--- config.mk ---
export PLATFORM = sky130hd
export DESIGN_NAME = fem_queue
export DESIGN_NICKNAME = d
export VERILOG_FILES = /design/src/fem_pkg.sv /design/src/fem_queue.sv
export SDC_FILE = /design/constraint.sdc
export NUM_CORES = 1
export LEC_CHECK = 0
export BUFFER_PORTS_ARGS = -buffer_cell sky130_fd_sc_hd__buf_2
export CAP_MARGIN = 20
export CELL_PAD_IN_SITES_DETAIL_PLACEMENT = 0
export CELL_PAD_IN_SITES_GLOBAL_PLACEMENT = 1
export CORE_UTILIZATION = 39
export CTS_CLUSTER_DIAMETER = 100
export DETAILED_ROUTE_END_ITERATION = 7
export PLACE_DENSITY_LB_ADDON = 0.05
export REMOVE_ABC_BUFFERS = 1
export SLEW_MARGIN = 40
export SYNTH_ARGS = -nofsm -noshare
export SYNTH_HDL_FRONTEND = slang
export SYNTH_SLANG_ARGS = --single-unit
export TNS_END_PERCENT = 5
--- constraint.sdc ---
create_clock -name clk -period 3.3 [get_ports clk]
set_input_delay 0 -clock clk [delete_from_list [all_inputs] [get_ports clk]]
set_output_delay 0 -clock clk [all_outputs]
set_load 0.02 [all_outputs]
--- src/fem_pkg.sv ---
// Shared types, constants and codes for the feature exclusion mask block.
// No dependencies; imported by fem_front, fem_queue, fem_back and the top level.
package fem_pkg;

    // Store geometry
    localparam int MAX_WIDTH   = 1024;
    localparam int MAX_HEIGHT  = 1024;
    localparam int WORD_BITS   = 32;
    localparam int ROW_WORDS   = (MAX_WIDTH + WORD_BITS - 1) / WORD_BITS;
    localparam int STORE_DEPTH = MAX_HEIGHT * ROW_WORDS;

    localparam int OFF_W  = $clog2(WORD_BITS);
    localparam int COL_W  = $clog2(MAX_WIDTH);
    localparam int ROW_W  = (MAX_HEIGHT > 1) ? $clog2(MAX_HEIGHT) : 1;
    localparam int WIDX_W = (ROW_WORDS > 1) ? $clog2(ROW_WORDS) : 1;
    localparam int ADDR_W = (STORE_DEPTH > 1) ? $clog2(STORE_DEPTH) : 1;

    // Fixed field widths
    localparam int CFG_W     = 11;
    localparam int PATCH_W   = 6;
    localparam int COORD_W   = 13;
    localparam int RROW_W    = 10;
    localparam int RWORD_W   = 5;
    localparam int OUT_W     = 32;
    localparam int S_W       = 15;   // signed width for bound arithmetic

    localparam int QUEUE_DEPTH = 2;
    localparam int QP_W        = (QUEUE_DEPTH > 1) ? $clog2(QUEUE_DEPTH) : 1;
    localparam int QC_W        = $clog2(QUEUE_DEPTH + 1);

    localparam logic [CFG_W-1:0]   WIDTH_RESET  = CFG_W'(640);
    localparam logic [CFG_W-1:0]   HEIGHT_RESET = CFG_W'(480);
    localparam logic [PATCH_W-1:0] PATCH_RESET  = PATCH_W'(5);

    typedef enum logic [1:0] {
        CMD_CLEAR = 2'd0,
        CMD_ADD   = 2'd1,
        CMD_READ  = 2'd2
    } cmd_t;

    typedef enum logic [1:0] {
        CFG_IMAGE_WIDTH  = 2'd0,
        CFG_IMAGE_HEIGHT = 2'd1,
        CFG_PATCH_HALF   = 2'd2
    } cfg_idx_t;

    typedef enum logic [1:0] {
        OP_CLEAR = 2'd0,
        OP_ADD   = 2'd1,
        OP_READ  = 2'd2
    } op_t;

    typedef enum logic [2:0] {
        B_IDLE     = 3'd0,
        B_CLEAR    = 3'd1,
        B_ADD      = 3'd2,
        B_RD_ISSUE = 3'd3,
        B_RD_OUT   = 3'd4
    } back_state_t;

    // One queued job, fully decoded by the front end
    typedef struct packed {
        op_t               op;
        logic [ROW_W-1:0]  r0;
        logic [ROW_W-1:0]  r1;
        logic [WIDX_W-1:0] wd0;
        logic [WIDX_W-1:0] wd1;
        logic [OFF_W-1:0]  off0;
        logic [OFF_W-1:0]  off1;
        logic [ADDR_W-1:0] read_addr;
        logic              read_oob;
    } task_t;

    typedef struct packed {
        logic empty;
        logic full;
    } q_status_t;

    typedef struct packed {
        logic init;   // power-up clearing pass still running
    } back_status_t;

endpackage

--- src/fem_queue.sv ---
// Short job queue between the front end and the mask sequencer.
// Depends on fem_pkg.
module fem_queue
    import fem_pkg::*;
(
    input  logic      clk,
    input  logic      rst_n,
    input  logic      push,
    input  task_t     push_entry,
    input  logic      pop,
    output task_t     head,
    output q_status_t status
);

    task_t           slot_reg [QUEUE_DEPTH];
    logic [QP_W-1:0] wr_ptr_reg, rd_ptr_reg;
    logic [QC_W-1:0] count_reg;
    logic            do_push, do_pop;

    assign status.full  = (count_reg == QC_W'(QUEUE_DEPTH));
    assign status.empty = (count_reg == '0);
    assign do_push      = push && !status.full;
    assign do_pop       = pop && !status.empty;
    assign head         = slot_reg[rd_ptr_reg];

    always_ff @(posedge clk)
    begin
        if (do_push)
        begin
            slot_reg[wr_ptr_reg] <= push_entry;
        end
    end

    always_ff @(posedge clk or negedge rst_n)
    begin
        if (!rst_n)
        begin
            wr_ptr_reg <= '0;
            rd_ptr_reg <= '0;
            count_reg  <= '0;
        end
        else
        begin
            if (do_push)
            begin
                wr_ptr_reg <= (wr_ptr_reg == QP_W'(QUEUE_DEPTH - 1)) ? '0 : wr_ptr_reg + 1'b1;
            end
            if (do_pop)
            begin
                rd_ptr_reg <= (rd_ptr_reg == QP_W'(QUEUE_DEPTH - 1)) ? '0 : rd_ptr_reg + 1'b1;
            end
            if (do_push && !do_pop)
            begin
                count_reg <= count_reg + 1'b1;
            end
            else if (do_pop && !do_push)
            begin
                count_reg <= count_reg - 1'b1;
            end
        end
    end

endmodule

==> results by group, run 1 <==
Outcome
  • Status: completed

Clock tree
  • Clk buf depth: 2
  • CTS Sinks: 120
  • Clock Root Buffer: clkbuf_16
  • TritonCTS clock tree: yes
  • H-tree depth: 4
  • Cts hold-fix bufs: 62
  • CTS Buf Count: 17
  • Clk Latency, worst-skew pair: 0.40 ns
  • Post-CTS Repair Setup Buffers: 0
  • Cts repair resizes: 0
  • Reg clk slew, reported paths: 0.05 ns

Detailed routing
  • DRT Wirelength: 7970 µm
  • Initial DRC count: 70
  • First-pass DRT Iterations: 4
  • Via count: 2,452
  • DR DRC count: 0
  • ANT nets after route: 0
  • Via density: 4.44
  • Routed len/inst: 14.4 µm

Logic synthesis
  • Share of the synthesized area in the top cell type: 78.7%
  • Synth cell count leaders: edfxtp_1, mux2_2, mux2_4, buf_2, dfrtp_1
  • Async SR Flop Fraction: 3.33%
  • Synth Register Bits: 120
  • Synth cell types: 16
  • Syn Area/Cell: 22.1 µm²
  • Mapped Area: 0.00443 mm²
  • Post-synth EDFFs: 116
  • Area leader, netlist: edfxtp_1
  • Top_reg_cell synth: edfxtp_1
  • Most instantiated library cell after synthesis: edfxtp_1
  • Main area contributors after synthesis: edfxtp_1, mux2_2, mux2_4
  • Mapped Cells: 200
  • Sequential fraction of the synthesis area: 80.9%
  • Ys Warns: 0

Critical path
  • WP data required: 3.30 ns
  • FF-to-FF setup slack: 1.42 ns
  • Crit-path cells: buf_12, mux2_2, buf_2
  • CP top delay family: flip-flops
  • Worst setup SP type: flip-flop
  • Worst EP arrival: 2.00 ns
  • Setup crit end kind: output pin
  • Crit-path max FO: 38
  • CP max stage delay: 0.72 ns
  • Critical path class: flip-flop to output pin
  • Slowest cell on crit path: dfrtp_2
  • WP buf/inv: 2

Place
  • Hpwl dp: 4750 µm
  • Placer congestion estimate: 0.641
  • I/O Buffers: 121

GRT
  • First-pass GRT wire length: 12,100 µm
  • Largest net degree at the start of global routing: 39
  • Initial antenna violation count: 0
  • GRT Util Overall: 14.2%
  • GRT overflow: 0
  • Vias in the first global route: 2,570

Cells and area
  • Antenna diode count: 0
  • Core Util, Final: 58.5%
  • Share of cells above drive strength 1: 52.4%
  • Max FFs per register: 116
  • # nets final: 462
  • Syn-to-layout area delta: 44.4%

Floorplan
  • Die area: 0.0118 mm²
  • Row cnt: 38
  • Io pins: 122
  • Die span in y: 109 µm
  • Starting Density: 40.5%
  • Die W: 109 µm
  • Core area: 0.0109 mm²

Pwr
  • Worst vdd ir: 0.000522 V
  • LEAKAGE: 2.48 nW
  • Power Dens Cells: 884 mW/mm²

STA
  • Fin crit share: 60.8%
  • Final Hold Fails: 0
  • Slew margin rel.: 53.4%
  • Worst slew pin tran: 0.700 ns
  • Min Tclk post-route: 2.00 ns
  • Final TNS setup: 0 ns
  • Worst Skew: 0.00807 ns
  • RSZ-0062 raised after global routing: no
  • Max-slew violations: 0
  • Hold_ws: 0.322 ns
  • Setup violations, final: 0
  • Fmax: 499 MHz

Min path
  • HP Class: primary input to flip-flop

Run
  • Max_cap viols: 0
-- metrics by stage --
step / setup WS, ns / instances / total power (W) / cell area (µm²)
after CTS: 1.23 / 552 / 0.00574 / 6390
after global routing: 1.19 / 552 / 0.00593 / 6390
after floorplan: -0.246 / 193 / 0.00342 / 4370
after global placement: 1.40 / 458 / 0.00399 / 5220
final: 1.30 / 552 / 0.00565 / 6390
after detailed placement: 1.40 / 458 / 0.00398 / 5220
-- final timing paths --
check                                from         endpoint  cells past startpoint
max reg2reg                  count_reg[0]  slot_reg[1][11]                      3
max in group asynchronous           rst_n       rd_ptr_reg                      3
min reg2reg                  count_reg[1]     count_reg[1]                      1
min in group asynchronous           rst_n       wr_ptr_reg                      3
min                        push_entry[42]  slot_reg[1][42]                      2
max                            rd_ptr_reg          head[7]                      3
-- where the power goes --
part	switching, W	total (W)	internal [W]
clock network	0.000643	0.00168	0.00104
logic	0.000994	0.00175	0.000753
registers	0.000139	0.00223	0.00209
-- worst reg2reg max path, cell delays in order, from the launching register on --
cell and delay [ns]:
dfrtp_1 0.42, nand2b_1 0.17, and3_2 0.66, buf_12 0.31
-- cells in the final DEF (no fill, tap or decap) --
cell,instances
buf_2,121
edfxtp_1,116
dlygate4sd3_1,62
mux2_2,48
clkbuf_16,17
mux2_4,10
clkinv_4,4
clkinvlp_4,4
xnor2_1,3
dfrtp_1,3
inv_1,2
nor2_1,2
xor2_1,2
inv_6,2
clkinv_2,2
buf_4,2
buf_12,2
nand2b_1,1
nand2_1,1
o21ai_0,1
and3_2,1
nor2_4,1
ha_1,1
clkbuf_1,1
bufinv_16,1
clkinv_1,1
dfrtp_2,1
-- final cells by class --
cell class                      count  area (µm²)
Fill cell                         886        4540
Sequential cell                   120        3580
Clock inverter                     14         126
Tap cell                          140         175
Multi-Input combinational cell     71         788
Inverter                            2        7.51
Clock buffer                       18         429
Timing Repair Buffer              187        1280
-- metal layers --
metal | wire (µm) | track usage [%] | part of all wire [%] | vias up
met5 | 0 | 0 | 0 | -
met1 | 3230 | 15.4 | 41 | 1182
li1 | - | - | - | 1183
met2 | 4140 | 24.4 | 52 | 78
met4 | 58 | 5.79 | 0.73 | 0
met3 | 542 | 5.85 | 6.8 | 9
-- cell families (layout without fill, tap and decap cells) --
logic type,Yosys count,after routing,share of synthesized area [%]
muxes,58,58,15.6
buffers and inverters,9,221,1.47
xor gates and xnor gates,5,5,0.989
DFF,120,120,80.9
adders and majority gates,1,1,0.283
AOI/OAI and AO/OA,1,1,0.113
and+or+nand+nor,6,6,0.622
No activity file was read; power rests on OpenSTA's default activity.
==> run 2, diff against run 1 <==
- clock period: 3.3 -> 1.8 ns (I/O delays scaled with it)
==> results by group, run 2 (synthesized netlist as in run 1, its figures left out) <==
Run
  • Max_cap viols: 0

Pwr
  • Clock power share: 31.0%
  • Sequential share of power: 37.2%
  • Power Dens Cells: 1660 mW/mm²
  • Net Switching: 0.00328 W
  • Comb power frac: 31.8%
  • Worst vdd ir: 0.000791 V
  • Sw frac: 30.4%
  • P_int: 0.00749 W
  • LEAKAGE: 2.52 nW

Floorplan
  • Starting Density: 40.5%
  • Die area: 0.0118 mm²
  • Die W: 109 µm
  • Die span in y: 109 µm
  • Io pins: 122
  • Core area: 0.0109 mm²
  • Row cnt: 38

STA
  • Worst slew pin tran: 0.336 ns
  • Final TNS setup: 0 ns
  • Final Hold Fails: 0
  • Setup violations, final: 0
  • Hold_ws: 0.319 ns
  • Worst Skew: 0.00902 ns
  • Fin crit share: 92.0%
  • Max-slew violations: 0
  • Slew margin rel.: 77.3%
  • RSZ-0062 raised after global routing: no
  • Fmax: 604 MHz
  • Min Tclk post-route: 1.66 ns

Place
  • I/O Buffers: 121
  • Post-Place Cells: 460
  • Hpwl dp: 4900 µm
  • Dpl cell area: 0.00528 mm²
  • Placer congestion estimate: 0.651

Min path
  • HP Class: primary input to flip-flop
  • Worst hold stages: 2
  • Hold EP: slot_reg[1][15]
  • Hold_sp: push_entry[15]

Critical path
  • Critical path class: flip-flop to output pin
  • RR Endpoint: count_reg[1]
  • Worst setup SP type: flip-flop
  • Reg2reg start: count_reg[0]
  • FF-to-FF setup slack: 0.26 ns
  • WP data required: 1.80 ns
  • CP startpoint: rd_ptr_reg
  • Worst EP arrival: 1.66 ns
  • Setup crit end kind: output pin
  • Worst-case reg-to-reg path depth: 7
  • Crit-path max FO: 29

Detailed routing
  • First-pass DRT Iterations: 4
  • Via count: 2,473
  • ANT nets after route: 0
  • Via density: 4.46
  • Routed len/inst: 14.4 µm
  • DRT Wirelength: 7970 µm
  • Initial DRC count: 71
  • DR DRC count: 0

GRT
  • GRT overflow: 0
  • Initial antenna violation count: 0
  • First-pass GRT wire length: 11,900 µm
  • Largest net degree at the start of global routing: 32
  • Vias in the first global route: 2,498
  • GRT Util Overall: 14.1%

Clock tree
  • Post-CTS Repair Setup Buffers: 0
  • TritonCTS clock tree: yes
  • Clk Latency, worst-skew pair: 0.40 ns
  • CTS Buf Count: 17
  • Clk buf depth: 2
  • Clock Root Buffer: clkbuf_16
  • H-tree depth: 4
  • CTS Sinks: 120
  • Reg clk slew, reported paths: 0.05 ns

Cells and area
  • Most frequent cells in the layout: buf_2, edfxtp_1, dlygate4sd3_1
  • Antenna diode count: 0
  • Most common cell after layout, fill and taps aside: buf_2
  • Finished Cell Area: 0.00650 mm²
  • # nets final: 464
  • Share of cells above drive strength 1: 52.7%
  • Non-filler cells, final: 554
  • Max FFs per register: 116
  • Syn-to-layout area delta: 46.9%

Outcome
  • Status: completed
run 2: through the flow:
| step | setup WS [ns] | utilization (%) | total power (W) |
|---|---|---|---|
| floorplan | -1.75 | - | 0.00626 |
| global placement | 0.286 | 48.3 | 0.00744 |
| detailed placement | 0.274 | 48.3 | 0.00744 |
| CTS | 0.109 | 59.5 | 0.0109 |
| global route | 0.0644 | 59.5 | 0.0113 |
| finish | 0.143 | 59.5 | 0.0108 |
run 2: routing by layer:
metal	vias up	track usage, %	share of wire (%)
met1	1198	15.7	41
met2	77	23.7	52
met4	0	5.79	0.90
met5	-	0	0
met3	8	5.79	6.2
li1	1190	-	-
run 2: final cells by class:
cell class	instances	area (µm²)
repair buffers	189	1350
multi-input cells	71	788
clock inverters	15	176
flip-flops and latches	120	3580
fillers	886	4430
well taps	140	175
inverters	2	7.51
clock buffers	17	425
run 2: how the worst max path moves through the flow:
| stage | cells past startpoint | endpoint |
|---|---|---|
| finish | 3 | head[1] |
| global route | 3 | head[41] |
| CTS | 3 | head[7] |
| detailed placement | 7 | count_reg[1] |
| global placement | 7 | count_reg[1] |
| floorplan | 3 | slot_reg[0][0] |
run 2: critical path: stages, from the launching register on:
cell     delay, ns
dfrtp_2       0.47
buf_12        0.24
mux2_2        0.37
buf_2         0.16
run 2: power by group through the flow:
stage               sequential, W  clock (W)  combinational [W]
floorplan                 0.00422          0            0.00204
finish                    0.00401    0.00334            0.00342
global route              0.00407    0.00354            0.00368
detailed placement        0.00406          0            0.00338
CTS                       0.00401    0.00343            0.00350
global placement          0.00404          0            0.00340
run 2: repair_timing:
action                                  in CTS  in global routing
endpoints found under the setup margin       0                  0
hold endpoints to repair                   122                  0
resized for setup                            0                  0
hold buffers                                62                  0
