--- src/fem_pkg.sv ---
// Shared types, constants and codes for the feature exclusion mask block.
// No dependencies; imported by fem_front, fem_queue, fem_back and the top level.
package fem_pkg;

    // Store geometry
    localparam int MAX_WIDTH   = 1024;
    localparam int MAX_HEIGHT  = 1024;
    localparam int WORD_BITS   = 32;
    localparam int ROW_WORDS   = (MAX_WIDTH + WORD_BITS - 1) / WORD_BITS;
    localparam int STORE_DEPTH = MAX_HEIGHT * ROW_WORDS;

    localparam int OFF_W  = $clog2(WORD_BITS);
    localparam int COL_W  = $clog2(MAX_WIDTH);
    localparam int ROW_W  = (MAX_HEIGHT > 1) ? $clog2(MAX_HEIGHT) : 1;
    localparam int WIDX_W = (ROW_WORDS > 1) ? $clog2(ROW_WORDS) : 1;
    localparam int ADDR_W = (STORE_DEPTH > 1) ? $clog2(STORE_DEPTH) : 1;

    // Fixed field widths
    localparam int CFG_W     = 11;
    localparam int PATCH_W   = 6;
    localparam int COORD_W   = 13;
    localparam int RROW_W    = 10;
    localparam int RWORD_W   = 5;
    localparam int OUT_W     = 32;
    localparam int S_W       = 15;   // signed width for bound arithmetic

    localparam int QUEUE_DEPTH = 2;
    localparam int QP_W        = (QUEUE_DEPTH > 1) ? $clog2(QUEUE_DEPTH) : 1;
    localparam int QC_W        = $clog2(QUEUE_DEPTH + 1);

    localparam logic [CFG_W-1:0]   WIDTH_RESET  = CFG_W'(640);
    localparam logic [CFG_W-1:0]   HEIGHT_RESET = CFG_W'(480);
    localparam logic [PATCH_W-1:0] PATCH_RESET  = PATCH_W'(5);

    typedef enum logic [1:0] {
        CMD_CLEAR = 2'd0,
        CMD_ADD   = 2'd1,
        CMD_READ  = 2'd2
    } cmd_t;

    typedef enum logic [1:0] {
        CFG_IMAGE_WIDTH  = 2'd0,
        CFG_IMAGE_HEIGHT = 2'd1,
        CFG_PATCH_HALF   = 2'd2
    } cfg_idx_t;

    typedef enum logic [1:0] {
        OP_CLEAR = 2'd0,
        OP_ADD   = 2'd1,
        OP_READ  = 2'd2
    } op_t;

    typedef enum logic [2:0] {
        B_IDLE     = 3'd0,
        B_CLEAR    = 3'd1,
        B_ADD      = 3'd2,
        B_RD_ISSUE = 3'd3,
        B_RD_OUT   = 3'd4
    } back_state_t;

    // One queued job, fully decoded by the front end
    typedef struct packed {
        op_t               op;
        logic [ROW_W-1:0]  r0;
        logic [ROW_W-1:0]  r1;
        logic [WIDX_W-1:0] wd0;
        logic [WIDX_W-1:0] wd1;
        logic [OFF_W-1:0]  off0;
        logic [OFF_W-1:0]  off1;
        logic [ADDR_W-1:0] read_addr;
        logic              read_oob;
    } task_t;

    typedef struct packed {
        logic empty;
        logic full;
    } q_status_t;

    typedef struct packed {
        logic init;   // power-up clearing pass still running
    } back_status_t;

endpackage

--- src/fem_front.sv ---
// Front end: config registers, command decode and patch bound computation.
// Depends on fem_pkg; feeds fem_queue.
module fem_front
    import fem_pkg::*;
(
    input  logic                      clk,
    input  logic                      rst_n,
    input  logic                      start,
    input  logic                      busy,
    input  logic [1:0]                command,
    input  logic signed [COORD_W-1:0] point_x,
    input  logic signed [COORD_W-1:0] point_y,
    input  logic [RROW_W-1:0]         read_row,
    input  logic [RWORD_W-1:0]        read_word,
    input  logic                      cfg_write,
    input  logic [1:0]                cfg_index,
    input  logic [CFG_W-1:0]          cfg_data,
    output logic                      push,
    output task_t                     entry
);

    logic [CFG_W-1:0]   width_reg;
    logic [CFG_W-1:0]   height_reg;
    logic [PATCH_W-1:0] patch_reg;

    always_ff @(posedge clk or negedge rst_n)
    begin
        if (!rst_n)
        begin
            width_reg  <= WIDTH_RESET;
            height_reg <= HEIGHT_RESET;
            patch_reg  <= PATCH_RESET;
        end
        else if (cfg_write)
        begin
            case (cfg_idx_t'(cfg_index))
                CFG_IMAGE_WIDTH:  width_reg  <= cfg_data;
                CFG_IMAGE_HEIGHT: height_reg <= cfg_data;
                CFG_PATCH_HALF:   patch_reg  <= cfg_data[PATCH_W-1:0];
                default:          ;
            endcase
        end
    end

    logic [CFG_W-1:0]        w_eff, h_eff;
    logic signed [S_W-1:0]   px_s, py_s, w_s, h_s, p_s, w_m1, h_m1;
    logic signed [S_W-1:0]   lo_x, hi_x, lo_y, hi_y, c0_s, c1_s, r0_s, r1_s;
    logic [COL_W-1:0]        c0, c1;
    logic                    skip;
    logic                    accept;

    always_comb
    begin
        w_eff = (32'(width_reg) > MAX_WIDTH) ? CFG_W'(MAX_WIDTH) : width_reg;
        h_eff = (32'(height_reg) > MAX_HEIGHT) ? CFG_W'(MAX_HEIGHT) : height_reg;
        px_s  = S_W'(point_x);
        py_s  = S_W'(point_y);
        w_s   = S_W'(w_eff);
        h_s   = S_W'(h_eff);
        p_s   = S_W'(patch_reg);
        w_m1  = w_s - S_W'(1);
        h_m1  = h_s - S_W'(1);

        // coordinate 0 counts as an edge, like a negative one
        skip = px_s[S_W-1] || (px_s == '0) || (px_s >= w_s) ||
               py_s[S_W-1] || (py_s == '0) || (py_s >= h_s);

        lo_x = px_s - p_s;
        hi_x = px_s + p_s;
        lo_y = py_s - p_s;
        hi_y = py_s + p_s;
        c0_s = lo_x[S_W-1] ? '0 : lo_x;
        c1_s = (hi_x > w_m1) ? w_m1 : hi_x;
        r0_s = lo_y[S_W-1] ? '0 : lo_y;
        r1_s = (hi_y > h_m1) ? h_m1 : hi_y;
        c0   = COL_W'(c0_s);
        c1   = COL_W'(c1_s);

        entry.op        = OP_CLEAR;
        entry.r0        = ROW_W'(r0_s);
        entry.r1        = ROW_W'(r1_s);
        entry.wd0       = WIDX_W'(c0 / WORD_BITS);
        entry.wd1       = WIDX_W'(c1 / WORD_BITS);
        entry.off0      = OFF_W'(c0 % WORD_BITS);
        entry.off1      = OFF_W'(c1 % WORD_BITS);
        entry.read_addr = ADDR_W'(ADDR_W'(read_row) * ADDR_W'(ROW_WORDS) +
                                  ADDR_W'(read_word));
        entry.read_oob  = (32'(read_row) >= MAX_HEIGHT) || (32'(read_word) >= ROW_WORDS);

        accept = start && !busy;
        case (cmd_t'(command))
            CMD_CLEAR:
            begin
                entry.op = OP_CLEAR;
                push     = accept;
            end
            CMD_ADD:
            begin
                entry.op = OP_ADD;
                push     = accept && !skip;
            end
            CMD_READ:
            begin
                entry.op = OP_READ;
                push     = accept;
            end
            default:  push = 1'b0;
        endcase
    end

endmodule

--- config.mk ---
export PLATFORM = sky130hd
export DESIGN_NAME = fem_front
export DESIGN_NICKNAME = d
export VERILOG_FILES = /design/src/fem_pkg.sv /design/src/fem_front.sv
export SDC_FILE = /design/constraint.sdc
export NUM_CORES = 1
export LEC_CHECK = 0
export BUFFER_PORTS_ARGS = -buffer_cell sky130_fd_sc_hd__buf_2
export CAP_MARGIN = 10
export CORE_MARGIN = 2
export CORE_UTILIZATION = 40
export DETAILED_ROUTE_END_ITERATION = 16
export PLACE_DENSITY_LB_ADDON = 0.2
export SLEW_MARGIN = 20
export SYNTH_ARGS = -nofsm -noshare
export SYNTH_HDL_FRONTEND = slang
export SYNTH_SLANG_ARGS = --single-unit
--- constraint.sdc ---
create_clock -name clk -period 7.48 [get_ports clk]
set_input_delay 1.87 -clock clk [delete_from_list [all_inputs] [get_ports clk]]
set_output_delay 1.87 -clock clk [all_outputs]
set_load 0.02 [all_outputs]
==> metrics.md, run 1 <==
| Metric | Value |
|---|---|
| Status | `completed` |
| Die Wd | `113 um` |
| Initial Utilization | `0.412` |
| Seq/Total Area, Yosys | `0.151` |
| CP Data Arrival Time | `between 5000 and 6000 ps` |
| Inserted Clock Buffers | `3` |
| # setup viols final | `0` |
| Max-slew headroom | `0.590` |
| CTS sink cnt | `28` |
| IO Port Bufs | `88` |
| Post-synth ARST share | `1.00` |
| Via density | `~5.6` |
| Max Clk Rate | `0.137 GHz` |
| Worst reg-to-reg setup slack | `6360 ps` |
| Distinct cell type count after synthesis | `63` |
| Row cnt | `39` |
| Area of the multi-input gates | `3660 um2` |
| Synth warnings | `0` |
| Htree depth | `1` |
| Sequential share of power | `0.205` |
| FF/Latch Area | `711 um2` |
| Post-route minimum period | `7310 ps` |
| Filler instances | `1160` |
| First DRT Iteration DRCs | `about 350` |
| Clk buf depth | `2` |
| Clk pwr share | `0.132` |
| Synth Cell Area | `4720 um2` |
| Final Max Slew Viols | `0` |
| Placer Congestion | `between 0.8 and 0.9` |
| Synth Area per Inst | `between 8 and 9 um2` |
| Core footprint | `11500 um2` |
| P_int | `0.000614 W` |
| Antenna Cells | `0` |
| Syn Nets | `721` |
| Worst Max-Slew Pin Slew | `about 620 ps` |
| Combinational Power Share | `0.663` |
| Most frequent cells in the layout | `88 x buf_2, 75 x ha_1, 50 x inv_1` |
| Clk_lat worst skew | `260 ps` |
| Setup crit start kind | `primary input` |
| Setup TNS | `0 ps` |
| Commonest non-fill, non-tap cell in the layout | `buf_2` |
| Max FO, Critical Path | `6` |
| Wirelength per Cell | `17.4 um` |
| Clk_skew | `0 ps` |
| Num ports | `120` |
| Die H | `113 um` |
| PwrDens | `~220 nW/um2` |
| CP max stage cell | `mux2_4` |
| Worst Path Required | `approximately 5600 ps` |
| Max Cap Viol | `0` |
| Placed cell areas | `5180 um2` |
| Clock root buffer | `clkbuf_16` |
| Ys flop type | `dfrtp_1` |
| Vias | `4391` |
| Switching Share | `0.480` |
| Nets | `789` |
| Synth top area cells | `ha_1 20%, dfrtp_1 11%, mux2_2 6.7%` |
| Largest net degree at the start of global routing | `29` |
| Quantity of hold-fixing buffers added after cts | `0` |
| Area growth, synth to finish | `12.8%` |
| Peak supply drop | `150 uV` |
| Worst hold path type | `flip-flop to flip-flop` |
| Final worst-path cycle share | `0.978` |
| Post-DP HPWL | `between 10000 and 15000 um` |
| Pre-CTS WS | `114 ps` |
| Final WL | `13700 um` |
| CP Capture Type | `primary output` |
| Top-area cell type share of the netlist area | `0.201` |
| Global-route wire length before repair | `between 20000 and 25000 um` |
| Psw | `0.000568 W` |
| Cell leakage power | `2.50 nW` |
| Fin. Hold Viols | `0` |
| Ratio of cells with drive above 1 in the final layout | `0.247` |
| Clock-pin slew on the worst setup and hold paths | `roughly 60 ps` |
| Cell area after layout | `5330 um2` |
| CTS tree | `built` |
| TritonRoute pass-1 iters | `5` |
| Number of synthesized flops with an enable pin | `0` |
| CP Class | `primary input to primary output` |
| CP Cell Sequence | `buf_2, ha_1, nor2b_2, o21ai_1, a311o_1, or2_2, xor2_1, inv_1, ha_1, and4_2, a21oi_1, o21ai_0, a211oi_2, mux2_4, mux2_4, buf_2` |
| DRC viols | `0` |
| RSZ-0062 raised after global routing | `no` |
| Vias in the first global route | `4301` |
| Tot GR Track Use | `0.212` |
| Largest stage delay, worst path | `390 ps` |
| Initial antenna violation count | `0` |
| Yosys top cell by area | `ha_1` |
| Cell count after synthesis | `580` |
| Die Area | `about 13000 um2` |
| Seq cells post-synth | `28` |
| Grt ovf | `0` |
| Final ANT Viol Nets | `0` |
| Final setup margin | `between 150 and 200 ps` |
[cell usage after synthesis (9+ instances only)]
cell,number
nor3_1,20
ha_1,76
mux2_2,28
xnor2_1,21
mux2i_1,18
dfrtp_1,20
clkbuf_1,12
nand2_1,37
buf_4,16
nor2_1,48
xor2_1,17
o21a_1,12
o21ai_0,27
nand2b_1,9
nand3_1,13
a21oi_1,33
inv_1,50
[worst paths after layout]
check | start | to | cells past startpoint
min in group asynchronous | rst_n | height_reg[10] | 1
worst max-delay path | point_x[1] | entry[20] | 16
worst min-delay path | width_reg[0] | width_reg[0] | 1
worst max register to register | width_reg[10] | width_reg[10] | 2
max in group asynchronous | rst_n | patch_reg[1] | 1
worst min register to register | width_reg[0] | width_reg[0] | 1
[cells by family after synthesis]
| logic type | Yosys count | synth area share |
|---|---|---|
| other cells | 1 | 0.000794 |
| xor+xnor | 38 | 0.0705 |
| compound gates | 122 | 0.170 |
| simple gates | 181 | 0.198 |
| buf+inv | 82 | 0.0811 |
| fa+ha+maj | 80 | 0.218 |
| flops | 28 | 0.151 |
| mux | 48 | 0.111 |
[worst max-delay path: cells and delay by family]
kind / cells / cell delay (ps)
AO/OA/AOI/OAI: 5 / 980
XOR/XNOR: 1 / 190
adder cells (fa/ha/maj): 2 / 620
buffers and inverters: 3 / 380
multiplexers: 2 / 700
AND/OR/NAND/NOR: 3 / 700
[power groups by stage]
stage / Combinational, W / Sequential (W) / Clock, W
2_1_floorplan: 0.000571 / 0.000221 / 0
3_3_place_gp: 0.000752 / 0.000243 / 0
3_5_place_dp: 0.000774 / 0.000244 / 0
4_1_cts: 0.000778 / 0.000242 / 0.000159
5_1_grt: 0.000873 / 0.000249 / 0.000165
6_report: 0.000783 / 0.000242 / 0.000156
[metal layers]
metal	up-vias	part of all wire	GRT usage
met3	18	0.038	0.0113
met2	111	0.47	0.362
met5	-	0	0
met1	2073	0.48	0.297
li1	2189	-	-
met4	0	0.010	0.0415
[final cells by class]
cell class              count  share of cell area
multi-input cells         471               0.687
flip-flops and latches     28               0.133
repair buffers             94              0.0911
inverters                  50              0.0352
well taps                 143              0.0336
clock buffers               3              0.0141
clock inverters             1             0.00564
[stage by stage]
step / utilization / instances / hold WS [ps] / power [W]
floorplan: - / 580 / 533 / 0.000792
global placement: 0.452 / 784 / 593 / 0.000996
detailed placement: 0.452 / 784 / 597 / 0.00102
CTS: 0.461 / 788 / 612 / 0.00118
global route: 0.464 / 790 / 649 / 0.00129
finish: 0.464 / 790 / 607 / 0.00118
[what timing repair did]
action | CTS | global route
setup buffers | 0 | 1
gates resized for setup | 0 | 7
endpoints found under the setup margin | 0 | 15
Power figures use the tool's default switching activity.
==> inputs of run 2 (changes only) <==
==> constraint.sdc (replaced) <==
create_clock -name clk -period 6 [get_ports clk]
set_input_delay 1.5 -clock clk [delete_from_list [all_inputs] [get_ports clk]]
set_output_delay 1.5 -clock clk [all_outputs]
set_load 0.02 [all_outputs]
==> run 2 against run 1 <==
Compared with the run above:
- die area unchanged
- via count is 7.8% higher
- routed wire length is 8.4% higher
- sequential share of layout area is 1.9 points lower
- register-to-register slack worse by 1400 ps
- hold slack gained 9.8 ps
- the run now ends with setup timing left
- critical endpoint is now entry[30]
- first-iteration DRC count decreased by 21%
- setup slack got worse by 460 ps
- clock skew stayed put
- final area increased by 17%
- final cell count increased by 9.0%
- total power increased by 42%
==> metrics.md, run 2 (synthesized netlist as in run 1, its figures left out) <==
| Metric | Value |
|---|---|
| Status | `finished with violations` |
| Failing checks | `setup timing` |
| Commonest non-fill, non-tap cell in the layout | `buf_4` |
| Final Max Slew Viols | `0` |
| Worst Hold Launch | `width_reg[1]` |
| TritonRoute pass-1 iters | `4` |
| Initial Utilization | `0.412` |
| CP Cell Sequence | `buf_2, ha_4, nor2_2, o21ai_2, a311o_1, buf_4, xor2_1, inv_1, ha_1, and4_4, a21oi_2, o21ai_1, a211oi_2, buf_4, mux2_4, mux2i_2, buf_4` |
| Clk_skew | `0 ps` |
| PwrDens | `270 nW/um2` |
| Final worst-path cycle share | `1.05` |
| Tot GR Track Use | `0.230` |
| Max-slew headroom | `0.609` |
| CTS sink cnt | `28` |
| RR Endpoint | `width_reg[10]` |
| Largest stage delay, worst path | `370 ps` |
| Peak supply drop | `172 uV` |
| Num ports | `120` |
| Post-DP HPWL | `between 10000 and 15000 um` |
| Die Wd | `113 um` |
| RSZ-0062 raised after global routing | `yes` |
| Clock-pin slew on the worst setup and hold paths | `60 ps` |
| Gr busiest metal | `met2` |
| Die H | `113 um` |
| Vias in the first global route | `4764` |
| Placer Congestion | `approximately 1` |
| Global-route wire length before repair | `23800 um` |
| Max FO, Critical Path | `5` |
| Worst reg-to-reg setup slack | `around 4900 ps` |
| Antenna Cells | `0` |
| Clk_lat worst skew | `260 ps` |
| Largest net degree at the start of global routing | `29` |
| DP Cell Count | `849` |
| CP Capture Type | `primary output` |
| Placed cell areas | `between 5000 and 6000 um2` |
| CP Data Arrival Time | `4800 ps` |
| Sum of buffers and inverters on the critical path | `5` |
| Met3 Usage GRT | `0.0119` |
| Row cnt | `39` |
| Crit path depth | `17` |
| R2R cell count | `2` |
| Final WL | `~15000 um` |
| Quantity of hold-fixing buffers added after cts | `0` |
| Cell area after layout | `6230 um2` |
| Inserted Clock Buffers | `3` |
| Grt ovf | `0` |
| Ratio of cells with drive above 1 in the final layout | `0.390` |
| Wirelength per Cell | `17.3 um` |
| Worst Path Required | `4500 ps` |
| Cell leakage power | `roughly 2.9 nW` |
| DRC viols | `0` |
| Met1 GRT Util | `0.317` |
| Initial antenna violation count | `0` |
| Top Family by Delay on Critical Path | `compound AO/OA/AOI/OAI gates` |
| CTS tree | `built` |
| IO Port Bufs | `about 90` |
| Vias | `between 4000 and 5000` |
| Most frequent CP cell | `buf_4` |
| Most frequent cells in the layout | `95 x buf_4, 66 x ha_1, 64 x buf_2` |
| Worst Max-Slew Pin Slew | `roughly 590 ps` |
| Nets | `between 800 and 900` |
| Max Clk Rate | `0.159 GHz` |
| Worst hold path type | `flip-flop to flip-flop` |
| Setup crit start kind | `primary input` |
| Clk buf depth | `2` |
| # setup viols final | `15` |
| Non-Filler Instances | `861` |
| First DRT Iteration DRCs | `276` |
| Fin util | `0.544` |
| Die Area | `roughly 13000 um2` |
| Max Cap Viol | `0` |
| Final ANT Viol Nets | `0` |
| Via density | `5.50` |
| M2 GR Usage | `0.400` |
| CP max stage cell | `a311o_1` |
| Area growth, synth to finish | `32.1%` |
| Launch point of the worst reg-to-reg path | `width_reg[10]` |
| Clock root buffer | `clkbuf_16` |
| Hold depth | `1` |
| Worst Hold Endpoint | `width_reg[1]` |
| CP Class | `primary input to primary output` |
| Core footprint | `between 10000 and 15000 um2` |
| Htree depth | `1` |
| Fin. Hold Viols | `0` |
| Final setup margin | `-296 ps` |
| Post-route minimum period | `6300 ps` |
run 2: cell count changes in the layout (fill, tap and decap cells not counted), sizes merged:
cell / delta
clkbuf: +1
bufinv: -1
buf: +71
run 2: layer usage:
metal	wire length [um]	vias to the layer above
met5	0	-
met4	255	0
met3	734	22
met2	7110	123
met1	6770	2259
li1	-	2331
run 2: worst max-delay path by stage:
stage	startpoint	to	slack, ps
finish	point_x[2]	entry[30]	-300
detailed placement	point_x[1]	entry[20]	-380
floorplan	point_x[2]	entry[20]	6
CTS	point_x[0]	entry[30]	-260
global placement	point_x[1]	entry[20]	-300
global route	point_x[0]	entry[17]	-430
run 2: area by class of cell:
cell class              count  area, um2
fillers                  1074       5230
repair buffers            165       1120
multi-input cells         471       3950
inverters                  50        188
well taps                 143        179
clock buffers               4       88.8
flip-flops and latches     28        711
run 2: timing repair:
| item | 4_1_cts | 5_1_grt |
|---|---|---|
| pin swaps | 31 | 13 |
| buffers inserted | 5 | 2 |
| resized for setup | 64 | 20 |
| setup endpoints to repair | 20 | 20 |
| gates cloned | 1 | 0 |
run 2: where the power goes:
part / switching (W) / internal, W / total, W / leakage (nW)
registers: 0.0000689 / 0.000233 / 0.000302 / 0.321
clock network: 0.0000594 / 0.000102 / 0.000161 / 0.0442
logic: 0.000654 / 0.000565 / 0.00122 / 2.53
run 2: worst register-to-register path, delay by kind of cell (launching register included):
| kind | cells | cell delay, ps |
|---|---|---|
| compound gates | 1 | 150 |
| buf+inv | 1 | 330 |
| flops | 1 | 450 |
run 2: stage by stage:
stage / total power, W / TNS (ps) / setup WS (ps) / hold slack [ps]
floorplan: 0.00102 / 0 / 5.51 / 533
global placement: 0.00137 / -3560 / -302 / 600
detailed placement: 0.00140 / -5290 / -379 / 602
CTS: 0.00165 / -2310 / -262 / 616
global route: 0.00183 / -5150 / -427 / 646
finish: 0.00168 / -2510 / -296 / 617
